File: src/hdl/clwc_pkg.sv
// ----------------------------------------------------------------------------
// clwc_pkg
// types, codes and sizes shared by the circular list with cursor block
// ----------------------------------------------------------------------------
package clwc_pkg;

  localparam int DEPTH  = 16;
  localparam int IDX_W  = $clog2(DEPTH);
  localparam int CNT_W  = 5;
  localparam int DATA_W = 32;
  localparam int FUNC_W = 3;
  localparam int STAT_W = 2;

  // operation codes
  localparam logic [FUNC_W-1:0] F_INS_TAIL = 3'd0;
  localparam logic [FUNC_W-1:0] F_INS_HEAD = 3'd1;
  localparam logic [FUNC_W-1:0] F_FIRST    = 3'd2;
  localparam logic [FUNC_W-1:0] F_NEXT     = 3'd3;
  localparam logic [FUNC_W-1:0] F_REMOVE   = 3'd4;

  // status codes
  localparam logic [STAT_W-1:0] S_OK     = 2'd0;
  localparam logic [STAT_W-1:0] S_EMPTY  = 2'd1;
  localparam logic [STAT_W-1:0] S_FULL   = 2'd2;
  localparam logic [STAT_W-1:0] S_NO_CUR = 2'd3;

  typedef struct packed {
    logic [FUNC_W-1:0]        func;
    logic signed [DATA_W-1:0] value;
  } in_item_t;

  typedef struct packed {
    logic [STAT_W-1:0]        status;
    logic signed [DATA_W-1:0] data_out;
    logic [CNT_W-1:0]         count;
  } out_item_t;

  // controller to datapath
  typedef struct packed {
    logic load;
    logic link_step;
    logic finish;
  } cmd_t;

  // datapath to controller
  typedef struct packed {
    logic out_free;
  } sts_t;

endpackage

File: src/hdl/clwc_ctrl.sv
// ----------------------------------------------------------------------------
// clwc_ctrl
// sequencer: accept, link read/first write, finish and result load
// ----------------------------------------------------------------------------
module clwc_ctrl (
  input  logic          clk,
  input  logic          rst_n,
  input  logic          in_valid,
  output logic          in_stall,
  input  clwc_pkg::sts_t sts,
  output clwc_pkg::cmd_t cmd
);
  import clwc_pkg::*;

  localparam logic [1:0] ST_IDLE = 2'd0;
  localparam logic [1:0] ST_LINK = 2'd1;
  localparam logic [1:0] ST_FIN  = 2'd2;

  logic [1:0] state_r;
  logic [1:0] state_nxt;

  always_comb begin
    state_nxt     = state_r;
    cmd.load      = 1'b0;
    cmd.link_step = 1'b0;
    cmd.finish    = 1'b0;
    unique case (state_r)
      ST_IDLE: begin
        if (in_valid) begin
          cmd.load  = 1'b1;
          state_nxt = ST_LINK;
        end
      end
      ST_LINK: begin
        cmd.link_step = 1'b1;
        state_nxt     = ST_FIN;
      end
      ST_FIN: begin
        // wait here while the result register is still occupied
        if (sts.out_free) begin
          cmd.finish = 1'b1;
          state_nxt  = ST_IDLE;
        end
      end
      default: begin
        state_nxt = ST_IDLE;
      end
    endcase
  end

  assign in_stall = (state_r != ST_IDLE);

  always_ff @(posedge clk) begin
    if (!rst_n) begin
      state_r <= ST_IDLE;
    end else begin
      state_r <= state_nxt;
    end
  end

endmodule

File: src/hdl/clwc_dpath.sv
// ----------------------------------------------------------------------------
// clwc_dpath
// node memories, free slot stack, list pointers and result register
// ----------------------------------------------------------------------------
module clwc_dpath (
  input  logic                clk,
  input  logic                rst_n,
  input  clwc_pkg::cmd_t      cmd,
  output clwc_pkg::sts_t      sts,
  input  clwc_pkg::in_item_t  in_data,
  output logic                out_valid,
  input  logic                out_stall,
  output clwc_pkg::out_item_t out_data
);
  import clwc_pkg::*;

  // node memories
  logic [DATA_W-1:0] val_mem [DEPTH];
  logic [IDX_W-1:0]  link_mem [DEPTH];

  logic              val_we, val_re;
  logic [IDX_W-1:0]  val_waddr, val_raddr;
  logic [DATA_W-1:0] val_q;
  logic              link_we;
  logic [IDX_W-1:0]  link_waddr, link_wdata;
  logic [IDX_W-1:0]  link_tail_q, link_cur_q;

  // latched request
  logic [FUNC_W-1:0]  func_r;
  logic [DATA_W-1:0]  value_r;

  // list state
  logic [IDX_W-1:0]  free_stack_r [DEPTH];
  logic [CNT_W-1:0]  ftop_r, ftop_nxt;
  logic [CNT_W-1:0]  cnt_r, cnt_nxt;
  logic [IDX_W-1:0]  tail_r, tail_nxt;
  logic [IDX_W-1:0]  cur_r, cur_nxt;
  logic [IDX_W-1:0]  bef_r, bef_nxt;
  logic              cvalid_r, cvalid_nxt;
  logic              ralw_r, ralw_nxt;
  logic              out_valid_r;
  out_item_t         out_r;

  logic              empty, full, is_ins;
  logic              ins_ok, first_ok, next_ok, rem_ok;
  logic [STAT_W-1:0] status;
  logic [CNT_W-1:0]  ftop_m1;
  logic [IDX_W-1:0]  new_slot;
  logic              push_ok;

  assign empty    = (cnt_r == '0);
  assign full     = (cnt_r == CNT_W'(DEPTH)) || (ftop_r == '0);
  assign is_ins   = (func_r == F_INS_TAIL) || (func_r == F_INS_HEAD);
  assign ftop_m1  = ftop_r - CNT_W'(1);
  assign new_slot = free_stack_r[ftop_m1[IDX_W-1:0]];
  assign push_ok  = (ftop_r < CNT_W'(DEPTH));

  // operation decode against the current list state
  always_comb begin
    status   = S_OK;
    ins_ok   = 1'b0;
    first_ok = 1'b0;
    next_ok  = 1'b0;
    rem_ok   = 1'b0;
    if (is_ins) begin
      if (full) status = S_FULL;
      else      ins_ok = 1'b1;
    end else if (func_r == F_FIRST) begin
      if (empty) status   = S_EMPTY;
      else       first_ok = 1'b1;
    end else if (func_r == F_NEXT) begin
      if (empty)          status  = S_EMPTY;
      else if (!cvalid_r) status  = S_NO_CUR;
      else                next_ok = 1'b1;
    end else if (func_r == F_REMOVE) begin
      if (empty)                     status = S_EMPTY;
      else if (!cvalid_r || !ralw_r) status = S_NO_CUR;
      else                           rem_ok = 1'b1;
    end
  end

  // memory port control
  always_comb begin
    val_we     = 1'b0;
    val_waddr  = new_slot;
    val_re     = 1'b0;
    val_raddr  = cur_r;
    link_we    = 1'b0;
    link_waddr = new_slot;
    link_wdata = link_tail_q;
    if (cmd.load) begin
      val_re = 1'b1;
    end else if (cmd.link_step) begin
      if (ins_ok) begin
        val_we     = 1'b1;
        link_we    = 1'b1;
        link_wdata = empty ? new_slot : link_tail_q;
      end
      if (rem_ok) begin
        link_we    = 1'b1;
        link_waddr = bef_r;
        link_wdata = link_cur_q;
      end
      if (first_ok) begin
        val_re    = 1'b1;
        val_raddr = link_tail_q;
      end
      if (next_ok) begin
        val_re    = 1'b1;
        val_raddr = link_cur_q;
      end
    end else if (cmd.finish) begin
      // second link write of a non-empty insert
      if (ins_ok && !empty) begin
        link_we    = 1'b1;
        link_waddr = tail_r;
        link_wdata = new_slot;
      end
    end
  end

  always_ff @(posedge clk) begin
    if (val_we) val_mem[val_waddr] <= value_r;
    if (val_re) val_q <= val_mem[val_raddr];
  end

  always_ff @(posedge clk) begin
    if (link_we) link_mem[link_waddr] <= link_wdata;
    if (cmd.load) begin
      link_tail_q <= link_mem[tail_r];
      link_cur_q  <= link_mem[cur_r];
    end
  end

  always_ff @(posedge clk) begin
    if (cmd.load) begin
      func_r  <= in_data.func;
      value_r <= in_data.value;
    end
  end

  // pointer updates, applied at finish
  always_comb begin
    ftop_nxt   = ftop_r;
    cnt_nxt    = cnt_r;
    tail_nxt   = tail_r;
    cur_nxt    = cur_r;
    bef_nxt    = bef_r;
    cvalid_nxt = cvalid_r;
    ralw_nxt   = ralw_r;
    if (ins_ok) begin
      ftop_nxt = ftop_m1;
      cnt_nxt  = cnt_r + CNT_W'(1);
      ralw_nxt = 1'b0;
      if (empty || (func_r == F_INS_TAIL)) tail_nxt = new_slot;
    end
    if (first_ok) begin
      bef_nxt    = tail_r;
      cur_nxt    = link_tail_q;
      cvalid_nxt = 1'b1;
      ralw_nxt   = 1'b1;
    end
    if (next_ok) begin
      bef_nxt  = cur_r;
      cur_nxt  = link_cur_q;
      ralw_nxt = 1'b1;
    end
    if (rem_ok) begin
      if (cur_r == tail_r) tail_nxt = bef_r;
      cur_nxt  = bef_r;
      if (push_ok) ftop_nxt = ftop_r + CNT_W'(1);
      cnt_nxt  = cnt_r - CNT_W'(1);
      ralw_nxt = 1'b0;
      if (cnt_r == CNT_W'(1)) begin
        cvalid_nxt = 1'b0;
        tail_nxt   = '0;
        cur_nxt    = '0;
        bef_nxt    = '0;
      end
    end
  end

  always_ff @(posedge clk) begin
    if (!rst_n) begin
      ftop_r   <= CNT_W'(DEPTH);
      cnt_r    <= '0;
      tail_r   <= '0;
      cur_r    <= '0;
      bef_r    <= '0;
      cvalid_r <= 1'b0;
      ralw_r   <= 1'b0;
    end else if (cmd.finish) begin
      ftop_r   <= ftop_nxt;
      cnt_r    <= cnt_nxt;
      tail_r   <= tail_nxt;
      cur_r    <= cur_nxt;
      bef_r    <= bef_nxt;
      cvalid_r <= cvalid_nxt;
      ralw_r   <= ralw_nxt;
    end
  end

  always_ff @(posedge clk) begin
    if (!rst_n) begin
      for (int i = 0; i < DEPTH; i++) begin
        free_stack_r[i] <= IDX_W'(DEPTH - 1 - i);
      end
    end else if (cmd.finish && rem_ok && push_ok) begin
      free_stack_r[ftop_r[IDX_W-1:0]] <= cur_r;
    end
  end

  // result register
  always_ff @(posedge clk) begin
    if (!rst_n) begin
      out_valid_r <= 1'b0;
    end else if (cmd.finish) begin
      out_valid_r <= 1'b1;
    end else if (!out_stall) begin
      out_valid_r <= 1'b0;
    end
  end

  always_ff @(posedge clk) begin
    if (cmd.finish) begin
      out_r.status   <= status;
      out_r.data_out <= (first_ok || next_ok || rem_ok) ? val_q : '0;
      out_r.count    <= cnt_nxt;
    end
  end

  assign sts.out_free = !out_valid_r || !out_stall;
  assign out_valid    = out_valid_r;
  assign out_data     = out_r;

endmodule

File: src/hdl/circular_list_with_cursor_core.sv
// ----------------------------------------------------------------------------
// circular_list_with_cursor_core
// 16-entry circular singly linked list of 32-bit values with a cursor
// ----------------------------------------------------------------------------
// usage
//   in_valid / in_stall / in_data carry one request: func picks insert at
//   tail, insert at head, cursor to head, advance cursor or remove at cursor;
//   value is the element for inserts and is ignored otherwise
//   out_valid / out_stall / out_data return exactly one result per request:
//   status (ok, empty, full, no cursor), data_out and the element count
// sequencing
//   a request passes accept (link and value read), link step
//   (dependent node read, first link write) and finish (second link write,
//   pointer update, result load); out_valid rises the cycle after finish;
//   a new request is taken only once the last one finishes; the steps are
//   set by the single link write port and dependent link-then-value read
// reset
//   a synchronous rst_n low empties the list, fills the free slot stack and
//   drops the cursor; the node memories are not cleared
// stall
//   the result register holds while out_stall is high; a new request is
//   still taken, and its finish waits until the register frees up
// ----------------------------------------------------------------------------
module circular_list_with_cursor_core (
  input  logic                clk,
  input  logic                rst_n,
  input  logic                in_valid,
  output logic                in_stall,
  input  clwc_pkg::in_item_t  in_data,
  output logic                out_valid,
  input  logic                out_stall,
  output clwc_pkg::out_item_t out_data
);
  import clwc_pkg::*;

  // command and status between sequencer and datapath
  cmd_t cmd;
  sts_t sts;

  // sequencer: one request in flight at a time
  clwc_ctrl u_ctrl (
    .clk      (clk),
    .rst_n    (rst_n),
    .in_valid (in_valid),
    .in_stall (in_stall),
    .sts      (sts),
    .cmd      (cmd)
  );

  // datapath: memories, list pointers, free stack and result register
  clwc_dpath u_dpath (
    .clk       (clk),
    .rst_n     (rst_n),
    .cmd       (cmd),
    .sts       (sts),
    .in_data   (in_data),
    .out_valid (out_valid),
    .out_stall (out_stall),
    .out_data  (out_data)
  );

endmodule

File: config.mk
export PLATFORM = sky130hd
export DESIGN_NAME = circular_list_with_cursor_core
export DESIGN_NICKNAME = d
export VERILOG_FILES = /design/src/hdl/clwc_pkg.sv /design/src/hdl/clwc_ctrl.sv /design/src/hdl/clwc_dpath.sv /design/src/hdl/circular_list_with_cursor_core.sv
export SDC_FILE = /design/constraint.sdc
export NUM_CORES = 1
export LEC_CHECK = 0
export BUFFER_PORTS_ARGS = -buffer_cell sky130_fd_sc_hd__clkbuf_2
export CORE_UTILIZATION = 30
export DETAILED_ROUTE_END_ITERATION = 7
export PLACE_DENSITY = 0.43
export SYNTH_ARGS = -nofsm -noshare
export SYNTH_HDL_FRONTEND = slang
export SYNTH_SLANG_ARGS = --single-unit
File: constraint.sdc
create_clock -name clk -period 6.4 [get_ports clk]
set_input_delay 1.28 -clock clk [delete_from_list [all_inputs] [get_ports clk]]
set_output_delay 1.28 -clock clk [all_outputs]
set_load 0.01 [all_outputs]
==> reports/metrics.yaml, run 1 <==
power:
  internal-power_mw: 8.86
  seqPwrFrac: 0.508
  netSwitchingPower_mw: 2.57
  swShare: 0.224
  peakVddDrop_mv: 0.193
  leakagePower_nw: 11.7
  p_comb_frac: 0.036
  clkPwrFrac: 0.456
  p_per_area_nw_per_um2: 310
die:
  io-pin-count: 80
  num_rows: 118
  initial_utilization: 0.305
  chipWidth_um: 327
  core_um2: 104000
  die_area_um2: 107000
  die_h_um: 327
yosys:
  synthTopCellsByArea: "edfxtp_1 (71%), nand2_1 (4.8%), mux4_2 (3.8%)"
  synth_nets: 2247
  synthTopCellsByCount: "edfxtp_1 (754), nand2_1 (410), a21oi_1 (141), clkbuf_1 (123), nor2_1 (102)"
  yosysWarnings: 0
  synth_top_area_frac: 0.713
  syn_inst: 2199
  ys_seq_area_frac: 0.730
  synth_area_per_cell_um2: 14.4
  synth-edff-count: 754
  synth_cell_types: 78
  synth_area_um2: 31800
  synth_area_leader_cell: "edfxtp_1"
  ys_ff_latch: 781
  synth_ff_type: "edfxtp_1"
  yosysMostFrequentCell: "edfxtp_1"
  synthArstFlopShare: 0
routing:
  wire_per_inst_um: 24.9
  wl_um: 92500
  vias_per_cell: 5.15
  via_count: 19100
  ant_nets: 0
  first_iter_violations: 1746
  first_pass_iters: 5
  drc_errors: 0
worst_setup_path:
  cp.arrival_ns: 5.18
  r2r_start: "u_dpath.ftop_r[0]"
  cpPeakStageDelay_ns: 0.93
  crit_path_end_kind: "flop"
  r2r_setup_slack_ns: 1.50
  crit_fanout: 32
  path_cells: "buf_4 > inv_1 > ha_1 > xor2_2 > mux4_1 > mux2i_1 > a21oi_2 > or3_1 > nor2_4"
  cp.required_ns: 6.68
  critPathSlowestCell: "nor2_4"
  critPathTopFamily: "simple AND/OR/NAND/NOR gates"
  cp-start-kind: "flop"
  worstReg2RegEnd: "u_dpath.val_mem[1][25]"
  path_buf_inv: 2
  crit_type: "flop to flop"
  r2r_cells: 9
grt:
  grt_pass1_wl_um: 134000
  overflow: 0
  grt_antenna_before_repair: 7
  track_usage: 0.171
  grt_pass1_vias: 19000
  grt_max_degree: 87
worst_hold_path:
  hold_start: "u_dpath.val_q[31]"
  hold_end: "u_dpath.out_data[36]"
  hold_depth: 1
  min_path_type: "flop to flop"
sta:
  finalClockSkew_ns: 0.0246
  min_period_ns: 4.90
  worst_pin_slew_ns: 1.30
  relSlewSlack: 0.129
  fmax_mhz: 204
  fin_tns_setup_ns: 0
  finalSetupViolations: 0
  period_share: 0.765
  slew_viol_final: 0
  finalHoldViolCount: 0
  holdWs_ns: 0.518
  grt_setup_unrepaired: "false"
run_status:
  status: "complete, no violations"
finish:
  fin_nets: 2312
  nFillCells: 10100
  diodes: 0
  syn_to_final_growth_pct: 16.2
  drive_gt1_frac: 0.153
clocking:
  cts_made_buffers: 92
  root_buffer: "clkbuf_16"
  cts.path.max_buffers: 3
  cts.sinks: 781
  h-tree-depth: 3
  post-cts-setup-buffers: 0
  clk_pin_slew_ns: 0.06
  postCtsHoldBufs: 0
  cts_tree: "yes"
  cts_resized: 0
  worstSkewPairLatency_ns: 0.67
placed_design:
  dpl.hpwl_um: 56800
  io_buffers: 79
  gp_congestion: 0.837
run:
  maxCapViolCount: 0
[layout by cell type (no fill, tap or decap), types with 17 or more instances in the layout]
master	netlist	final
dfxtp_1	27	27
mux2i_1	40	40
clkinv_2	0	19
buf_4	2	34
nand3_1	86	86
clkbuf_2	0	79
mux4_2	54	54
nor3_1	32	32
clkbuf_16	0	93
o21ai_0	33	32
nand2_1	410	408
nand4_1	17	17
or3_1	21	21
and2_1	43	42
a32oi_1	65	64
edfxtp_1	754	754
a21oi_1	141	139
a31oi_1	35	35
a221oi_1	33	33
clkbuf_1	123	18
nor2_1	102	89
[cell type report]
class	instances	area, um2	share of cell area
Multi-Input combinational cell	1258	8180	0.222
Inverter	14	52.6	0.00142
Tap cell	1380	1730	0.0468
Clock inverter	56	578	0.0157
Sequential cell	781	23200	0.628
Timing Repair Buffer	117	731	0.0198
Clock buffer	114	2440	0.0660
[worst max-delay path by stage]
stage                            from                      to  slack [ns]  cells after the start
floorplan           u_dpath.ftop_r[0]   u_dpath.val_mem[8][0]        1.28                     12
global placement    u_dpath.ftop_r[0]  u_dpath.val_mem[9][16]        1.57                      9
detailed placement  u_dpath.ftop_r[0]  u_dpath.val_mem[1][17]        1.43                      9
CTS                 u_dpath.ftop_r[0]  u_dpath.val_mem[1][29]        1.43                      9
global route        u_dpath.ftop_r[0]  u_dpath.val_mem[1][29]        1.17                      9
finish              u_dpath.ftop_r[0]  u_dpath.val_mem[1][25]        1.50                      9
[flip-flops by register name, summed over array words and instances (netlist names), 3 cells and up]
signal / flops
u_dpath.bef_r: 4
u_dpath.cnt_r: 5
u_dpath.cur_r: 4
u_dpath.free_stack_r: 64
u_dpath.ftop_r: 5
u_dpath.func_r: 3
u_dpath.link_cur_q: 4
u_dpath.link_mem: 64
u_dpath.link_tail_q: 4
u_dpath.out_data: 39
u_dpath.tail_r: 4
u_dpath.val_mem: 512
u_dpath.val_q: 32
u_dpath.value_r: 32
[kinds of logic (layout without fill, tap and decap cells)]
| kind of cell | after synthesis | in the layout | share of synthesized area |
|---|---|---|---|
| buffers and inverters | 160 | 301 | 0.0197 |
| and+or+nand+nor | 758 | 758 | 0.107 |
| adders and majority gates | 9 | 9 | 0.00355 |
| DFF | 781 | 781 | 0.730 |
| muxes | 99 | 99 | 0.0546 |
| xor gates and xnor gates | 16 | 16 | 0.00524 |
| AOI/OAI and AO/OA | 376 | 376 | 0.0800 |
[worst register-to-register path: stages (launching register included)]
cell     delay, ns
dfxtp_1       0.30
buf_4         0.34
inv_1         0.26
ha_1          0.32
xor2_2        0.47
mux4_1        0.73
mux2i_1       0.32
a21oi_2       0.21
or3_1         0.61
nor2_4        0.93
[per-stage QoR]
step / area [um2] / power (mW) / setup WS, ns / std cells / util
after floorplan: 31800 / 6.07 / 1.28 / 2199 / -
after global placement: 33900 / 6.32 / 1.57 / 3550 / 0.325
after detailed placement: 33900 / 6.33 / 1.43 / 3550 / 0.325
after CTS: 36900 / 11.6 / 1.43 / 3720 / 0.354
after global routing: 36900 / 11.8 / 1.17 / 3720 / 0.354
final: 36900 / 11.4 / 1.50 / 3720 / 0.354
[per-layer routing]
layer	global-route usage	vias up	wire length [um]
li1	-	8569	-
met1	0.235	9803	40800
met2	0.278	635	43900
met3	0.0288	133	5270
met4	0.0526	0	2520
met5	0	-	0
[power groups by stage]
stage          combinational (mW)  clock, mW  sequential (mW)
2_1_floorplan               0.227          0             5.84
3_3_place_gp                0.409          0             5.91
3_5_place_dp                0.413          0             5.92
4_1_cts                     0.415       5.35             5.81
5_1_grt                     0.438       5.53             5.82
6_report                    0.406       5.22             5.81
No activity file was read; power rests on OpenSTA's default activity.
==> inputs of run 2 (changes only) <==
==> constraint.sdc (replaced) <==
create_clock -name clk -period 4.7 [get_ports clk]
set_input_delay 0.94 -clock clk [delete_from_list [all_inputs] [get_ports clk]]
set_output_delay 0.94 -clock clk [all_outputs]
set_load 0.01 [all_outputs]
==> run 2 against run 1 <==
Net effect: the flow now finishes with violations (design-rule violations); combinational power rose by 31%; global-route usage fell by 1.3 points; die area did not move; sequential cell count did not move; clock skew fell by 0.0023 ns; clock-buffer cell count fell by 6; cell area rose by 0.22%; largest power group unchanged.
==> reports/metrics.yaml, run 2 (synthesized netlist as in run 1, its figures left out) <==
sta:
  finalSetupViolations: 0
  fmax_mhz: 255
  finalHoldViolCount: 0
  relSlewSlack: 0.154
  period_share: 0.836
  finalClockSkew_ns: 0.0222
  worst_pin_slew_ns: 1.25
  grt_setup_unrepaired: "false"
  min_period_ns: 3.93
  slew_viol_final: 0
clocking:
  clk_pin_slew_ns: 0.06
  cts_resized: 0
  cts_tree: "yes"
  postCtsHoldBufs: 0
  root_buffer: "clkbuf_16"
  worstSkewPairLatency_ns: 0.66
  post-cts-setup-buffers: 0
  h-tree-depth: 3
  cts_made_buffers: 89
  cts.path.max_buffers: 3
  cts.sinks: 781
worst_setup_path:
  cp.required_ns: 4.98
  cp_common_cell: "mux4_2"
  cpPeakStageDelay_ns: 0.63
  r2r_cells: 8
  path_cells: "inv_1 > ha_1 > buf_4 > mux4_2 > mux4_2 > a21boi_0 > nand2_1 > nor3_1"
  cp-start-kind: "flop"
  path_buf_inv: 2
  r2r_start: "u_dpath.ftop_r[1]"
  critPathSlowestCell: "mux4_2"
  cp.arrival_ns: 4.21
  r2r_setup_slack_ns: 0.77
  crit_start: "u_dpath.ftop_r[1]"
  critical_path_cell_count: 8
  crit_path_end_kind: "flop"
  worstReg2RegEnd: "u_dpath.link_mem[6][2]"
  crit_fanout: 17
  critPathTopFamily: "multiplexers"
  crit_type: "flop to flop"
  endpoint: "u_dpath.link_mem[6][2]"
grt:
  globalRouteMet2Util: 0.269
  grt_pass1_wl_um: 127000
  grt_util_met3: 0.0247
  grt_antenna_before_repair: 2
  grt_busiest_layer: "met2"
  grt_pass1_vias: 19200
  track_usage: 0.158
  grt_max_degree: 101
  overflow: 0
  grt_use_met1: 0.207
power:
  power.total_mw: 15.0
  p_per_area_nw_per_um2: 407
  peakVddDrop_mv: 0.241
  leakagePower_nw: 11.8
routing:
  first_iter_violations: 1590
  vias_per_cell: 5.03
  ant_nets: 0
  via_count: 18800
  wire_per_inst_um: 22.7
  first_pass_iters: 8
  wl_um: 85000
  drc_errors: 2
die:
  initial_utilization: 0.305
  chipWidth_um: 327
  io-pin-count: 80
  num_rows: 118
  die_h_um: 327
  die_area_um2: 107000
  core_um2: 104000
placed_design:
  gp_congestion: 0.830
  dp_cells: 3582
  io_buffers: 79
  dpl.hpwl_um: 51300
run:
  maxCapViolCount: 0
finish:
  largest_register_ffs: 512
  top_regs: "u_dpath.val_mem x512, u_dpath.free_stack_r x64, u_dpath.link_mem x64"
  top_register: "u_dpath.val_mem"
  syn_to_final_growth_pct: 16.4
  mostFrequentLayoutCells: "edfxtp_1 (754), nand2_1 (408), a21oi_1 (139), clkbuf_16 (90), nor2_1 (89)"
  fin_cells: 3744
  layout_commonest_cell: "edfxtp_1"
  drive_gt1_frac: 0.159
  fin_nets: 2341
worst_hold_path:
  min_path_type: "primary input to flop"
  hold_start: "in_data[22]"
run_status:
  violations: "design-rule violations"
  status: "complete, but fails checks"
==> run 2: cell count changes in the layout (fill, tap and decap cells not counted), sizes merged, moves of 2 or more <==
cell	delta
bufinv	-3
inv	-2
clkbuf	-6
buf	+32
clkinv	+3
==> run 2: area by class of cell <==
cell class | instances | area [um2]
Fill cell | 10000 | 67300
Sequential cell | 781 | 23200
Multi-Input combinational cell | 1258 | 8180
Clock buffer | 108 | 2320
Tap cell | 1380 | 1730
Timing Repair Buffer | 149 | 1070
Clock inverter | 53 | 434
Inverter | 14 | 52.6
Antenna cell | 1 | 2.50
==> run 2: metal layers <==
layer / wire [um] / share of wire
met1: 37400 / 0.44
met2: 42300 / 0.50
met3: 3330 / 0.039
met4: 1940 / 0.023
met5: 23 / 0.00027
==> run 2: stage by stage <==
stage / cell area (um2) / setup WS (ns) / TNS (ns) / util / hold slack (ns)
after floorplan: 31800 / -0.357 / -64.94 / - / 0.497
after global placement: 34200 / 0.802 / 0 / 0.328 / 0.499
after detailed placement: 34200 / 0.760 / 0 / 0.328 / 0.501
after CTS: 37000 / 0.762 / 0 / 0.355 / 0.406
after global routing: 37000 / 0.582 / 0 / 0.355 / 0.427
final: 37000 / 0.772 / 0 / 0.355 / 0.464
==> run 2: worst min path at each step <==
| stage | to | slack [ns] | cells past startpoint |
|---|---|---|---|
| 3_3_place_gp | u_dpath.out_data[28] | 0.50 | 1 |
| 4_1_cts | u_dpath.value_r[21] | 0.41 | 1 |
| 3_5_place_dp | u_dpath.out_data[22] | 0.50 | 1 |
| 5_1_grt | u_dpath.value_r[18] | 0.43 | 1 |
| 2_1_floorplan | u_dpath.out_data[10] | 0.50 | 1 |
| 6_report | u_dpath.value_r[22] | 0.46 | 1 |
==> run 2: report_power, final <==
part | switching (mW) | internal (mW) | total [mW]
registers | 0.117 | 7.75 | 7.87
clock network | 2.83 | 3.80 | 6.63
logic | 0.364 | 0.167 | 0.531
total | 3.31 | 11.7 | 15.0
==> run 2: worst reg2reg max path, stage by stage, from the launching register on <==
cell      delay, ns
dfxtp_1        0.51
inv_1          0.16
ha_1           0.30
buf_4          0.26
mux4_2         0.37
mux4_2         0.63
a21boi_0       0.56
nand2_1        0.21
nor3_1         0.56
